`src/sv/ffpa_pkg.sv`:
```
package ffpa_pkg;

    localparam int POOL_BYTES   = 4096;
    localparam int HEADER_BYTES = 16;
    localparam int MAX_BLOCKS   = 256;

    localparam int OFF_W  = 12;
    localparam int SIZE_W = 13;
    localparam int SLOT_W = $clog2(MAX_BLOCKS);
    localparam int LINK_W = SLOT_W + 1;
    localparam int CNT_W  = SLOT_W + 1;

    localparam logic [LINK_W-1:0] NO_SLOT = LINK_W'(MAX_BLOCKS);

    localparam logic [1:0] ST_OK        = 2'd0;
    localparam logic [1:0] ST_NO_FIT    = 2'd1;
    localparam logic [1:0] ST_NOT_FOUND = 2'd2;

    localparam logic ACT_ALLOC = 1'b0;
    localparam logic ACT_FREE  = 1'b1;

    // One block list entry.
    typedef struct packed {
        logic [SIZE_W-1:0] start;
        logic [SIZE_W-1:0] size;
        logic              used;
        logic [LINK_W-1:0] next;
        logic [LINK_W-1:0] prev;
    } seg_t;

endpackage

```
`src/sv/ffpa_spare_stack.sv`:
```
module ffpa_spare_stack
    import ffpa_pkg::*;
(
    input  logic              clk,
    input  logic              rst_n,
    input  logic              pop,
    input  logic              push,
    input  logic [SLOT_W-1:0] push_slot,
    output logic              empty,
    output logic [SLOT_W-1:0] top_slot
);

    logic [SLOT_W-1:0] mem [MAX_BLOCKS];
    logic [CNT_W-1:0]  count_reg;
    logic [CNT_W-1:0]  count_next;
    logic [SLOT_W-1:0] top_reg;

    // Entries written since reset, as flagged in wr_reg, hold pushed slots;
    // below the initial fill the reset content is MAX_BLOCKS-1-index.
    logic [MAX_BLOCKS-1:0] wr_reg;
    logic [SLOT_W-1:0]     rd_idx;

    assign empty = (count_reg == '0);
    assign count_next = push ? count_reg + CNT_W'(1) :
                        (pop && !empty) ? count_reg - CNT_W'(1) : count_reg;
    assign rd_idx = SLOT_W'(count_next - CNT_W'(1));

    always_ff @(posedge clk)
    begin
        if (push)
        begin
            mem[count_reg[SLOT_W-1:0]] <= push_slot;
        end
        top_reg <= mem[rd_idx];
    end

    always_ff @(posedge clk or negedge rst_n)
    begin
        if (!rst_n)
        begin
            count_reg <= CNT_W'(MAX_BLOCKS - 1);
            wr_reg    <= '0;
        end
        else
        begin
            count_reg <= count_next;
            if (push)
            begin
                wr_reg[count_reg[SLOT_W-1:0]] <= 1'b1;
            end
        end
    end

    logic [SLOT_W-1:0] top_idx_reg;
    logic              top_wr_reg;
    always_ff @(posedge clk)
    begin
        top_idx_reg <= rd_idx;
        top_wr_reg  <= wr_reg[rd_idx] || (push && rd_idx == count_reg[SLOT_W-1:0]);
    end

    // Reset content: slot MAX_BLOCKS-1 at the bottom, slot 1 on top.
    assign top_slot = top_wr_reg ? top_reg : SLOT_W'(MAX_BLOCKS - 1) - top_idx_reg;

endmodule

```
`config.mk`:
```
export PLATFORM = sky130hd
export DESIGN_NAME = ffpa_spare_stack
export DESIGN_NICKNAME = d
export VERILOG_FILES = /design/src/sv/ffpa_pkg.sv /design/src/sv/ffpa_spare_stack.sv
export SDC_FILE = /design/constraint.sdc
export NUM_CORES = 2
export LEC_CHECK = 0
export BUFFER_PORTS_ARGS = -buffer_cell sky130_fd_sc_hd__clkbuf_2
export CAP_MARGIN = 20
export CORE_ASPECT_RATIO = 1.5
export CORE_UTILIZATION = 45
export DETAILED_ROUTE_END_ITERATION = 12
export PLACE_DENSITY_LB_ADDON = 0.08
export SLEW_MARGIN = 5
export SYNTH_ARGS = -nofsm -noshare
export SYNTH_HDL_FRONTEND = slang
export SYNTH_SLANG_ARGS = --single-unit
```
`constraint.sdc`:
```
create_clock -name clk -period 4.2 [get_ports clk]
set_input_delay 0.42 -clock clk [delete_from_list [all_inputs] [get_ports clk]]
set_output_delay 0.42 -clock clk [all_outputs]
set_load 0.02 [all_outputs]
```
==> results.ini <==
[finish]
fill_cells = 16000
final_cell_mix = 2048 x edfxtp_1, 702 x buf_4, 567 x mux4_2
largest_reg_flops = 2048
multi_input_area_um2 = 21800
final_nets = 5542
final_common_cell = edfxtp_1
area_delta_synth_final_pct = 19.7
regArea_um2 = 68500
drive_gt1_share_pct = 37.5
final_area_um2 = 109000

[clock_network]
cts.path.max_buffers = 4
clkSinkCount = 2330
cts_buffers = 223
root_buffer = clkbuf_16
clk_latency_ps = 880
cts_tree = done
clk_pin_slew_worst_paths_ps = 70
h-tree-depth = 4

[routing]
wl_per_cell_um = 32.9
routed_wl_um = 275000
drtPass1Iterations = 11
antenna_left = 0
vias = 49100
via_per_inst = 5.87
drc = 2
drt_iter0_drc = 4355

[die]
initial_core_util_pct = 45.3
rows = 202
io_pins = 21
dieHeight_um = 554
core-area_um2 = 202000
dieWidth_um = 370
dieArea_um2 = 205000

[worst_hold_path]
hold_path_class = input pin to flop
hold_path_startpoint = push_slot[6]

[placement]
postPlaceCellArea_um2 = 101000
port_buffers = 20
dp_hpwl_um = 183000
routabilityCongestion = 0.876

[yosys]
synth_ff_type = edfxtp_1
yosysWarnings = 0
synth_area_leaders = edfxtp_1 67%, mux4_2 14%, dfrtp_1 7.0%, or2_2 1.8%, nand2_1 1.7%
ys_async_sr_fraction_pct = 11.4
synth_edf_count = 2048
synth-seq-cells = 2330
synth_area_per_cell_um2 = 19.4
synth_top_area_share_pct = 67.3
seq_area_frac_synth_pct = 75.0
synth_area_um2 = 91300
ys_types = 80
synthCells = 4709
yosysTopAreaCell = edfxtp_1
synth_nets = 4726

[sta]
tightestPinTransition_ps = 1170
rsz0062_at_grt = true
holdWs_ps = -2.36
fmax_ghz = 0.234
fin_crit_sh_pct = 102
setup_violations = 3
fin_crit_ps = 4270
slew_headroom_pct = 21.8
fin_ws_ps = -66.8
drv_slew = 0
hold_violations = 2
fin_skew_ps = 66.2

[pwr]
p_leak_nw = 38.3
power_density_nw_per_um2 = 839
peakVddDrop_mv = 0.594

[grt]
grt_overflow_total = 0
grt_pass1_wl_um = 388000
grt_pass1_vias = 51000
grt_use_total_pct = 27.0
grt_start_max_net_pins = 141
antenna_found_initial = 9

[setup_path]
worstPathArrival_ps = 5030
startpoint = count_reg[0]
critPathKind = flop to flop
crit_required_ps = 4970
timing.rr.start = count_reg[0]
crit_fanout = 6
startpoint_type = flop
end_kind = flop

[flow_run]
max_cap_violations = 0

[run_status]
violations = design-rule violations, negative hold slack, negative setup slack
status = finished with violations

## stage by stage
| stage | TNS, ps | total power [mW] | setup WS [ps] | utilization (%) | cells |
|---|---|---|---|---|---|
| floorplan | -4.44 | 47.1 | -4.44 | - | 4709 |
| global placement | -1910 | 68.8 | -484 | 49.8 | 7891 |
| detailed placement | -1980 | 68.9 | -475 | 49.8 | 7893 |
| CTS | 0 | 91.0 | 2.61 | 53.9 | 8338 |
| global route | -302 | 94.5 | -97.3 | 54.2 | 8365 |
| finish | -88.9 | 91.7 | -66.8 | 54.2 | 8365 |
## worst paths after layout
kind,slack (ps),end,depth (start not counted)
max,-70,top_reg[4],16
max in group asynchronous,2970,wr_reg[140],3
min reg2reg,460,wr_reg[89],1
min,-2,mem[96][6],1
max reg2reg,-70,top_reg[4],16
min in group asynchronous,120,wr_reg[225],2
## cells in the mapped netlist, types with 5 or more instances
cell type  count
a211o_1        9
a211oi_1      23
a21oi_1       26
a22oi_1       19
a311oi_1      14
a31oi_1       33
a32oi_1       25
and2_1         8
and3_1        18
buf_1         10
buf_2         38
buf_4         37
buf_6         38
buf_8          5
clkbuf_1     138
dfrtp_1      257
dfstp_2        8
dfxtp_1       17
edfxtp_1    2048
ha_1           5
inv_1         10
inv_2          5
mux2i_1       68
mux4_2       566
nand2_1      404
nand3_1      155
nand4_1       30
nor2_1       276
nor2b_1       18
nor3_1         7
nor4_1         7
o2111ai_1      7
o211ai_1       8
o21ai_0       21
o221ai_1      14
o31ai_1        5
or2_2        259
xnor2_1        5
## cell families after synthesis
| kind of cell | synth area share [%] |
|---|---|
| AO/OA/AOI/OAI | 1.91 |
| XOR/XNOR | 0.122 |
| adder cells (fa/ha/maj) | 0.0685 |
| buffers and inverters | 1.79 |
| flip-flops | 75.0 |
| multiplexers | 14.9 |
| AND/OR/NAND/NOR | 6.20 |
## routing by layer
| metal | track usage (%) | part of all wire, % | wire (µm) | vias up |
|---|---|---|---|---|
| met5 | 0 | 0.017 | 46 | - |
| met2 | 46.7 | 52 | 142000 | 1644 |
| met3 | 3.81 | 5.5 | 15000 | 468 |
| met4 | 10.1 | 4.2 | 11500 | 6 |
| met1 | 34.4 | 39 | 106000 | 26500 |
| li1 | - | - | - | 20400 |
## where the power goes
part,total (mW),switching (mW),internal [mW]
clock,20.9,8.78,12.1
combinational,44.0,25.1,18.9
sequential,26.9,0.541,26.4
## final cells by class
type | instances | share of cell area (%)
inverter | 17 | 0.0881
timing repair buffer | 860 | 7.42
clock inverter | 96 | 1.18
multi-input combinational | 2093 | 20.0
tap | 2652 | 3.04
sequential | 2330 | 62.6
clock buffer | 316 | 5.65
antenna | 1 | 0.00229
## repair_timing
action / CTS / global route
gates cloned: 2 / 4
gates resized for setup: 72 / 74
endpoints found under the hold margin: 61 / 0
hold buffers: 2 / 0
buffers inserted: 30 / 24
endpoints found under the setup margin: 9 / 9
pin swaps: 22 / 27
## worst max-delay path, stage by stage, from the launching register on
cell and delay, ps:
dfstp_2 380, inv_2 70, ha_4 140, or4b_4 490, o211ai_1 210, o211ai_2 160, ha_4 370, inv_8 70
buf_12 140, buf_12 140, buf_6 130, mux4_2 300, mux4_2 490, a22oi_2 250, nand4_1 420, nand3_4 290
nand3_2 90
Note: power is estimated with default switching activity, not from simulation.
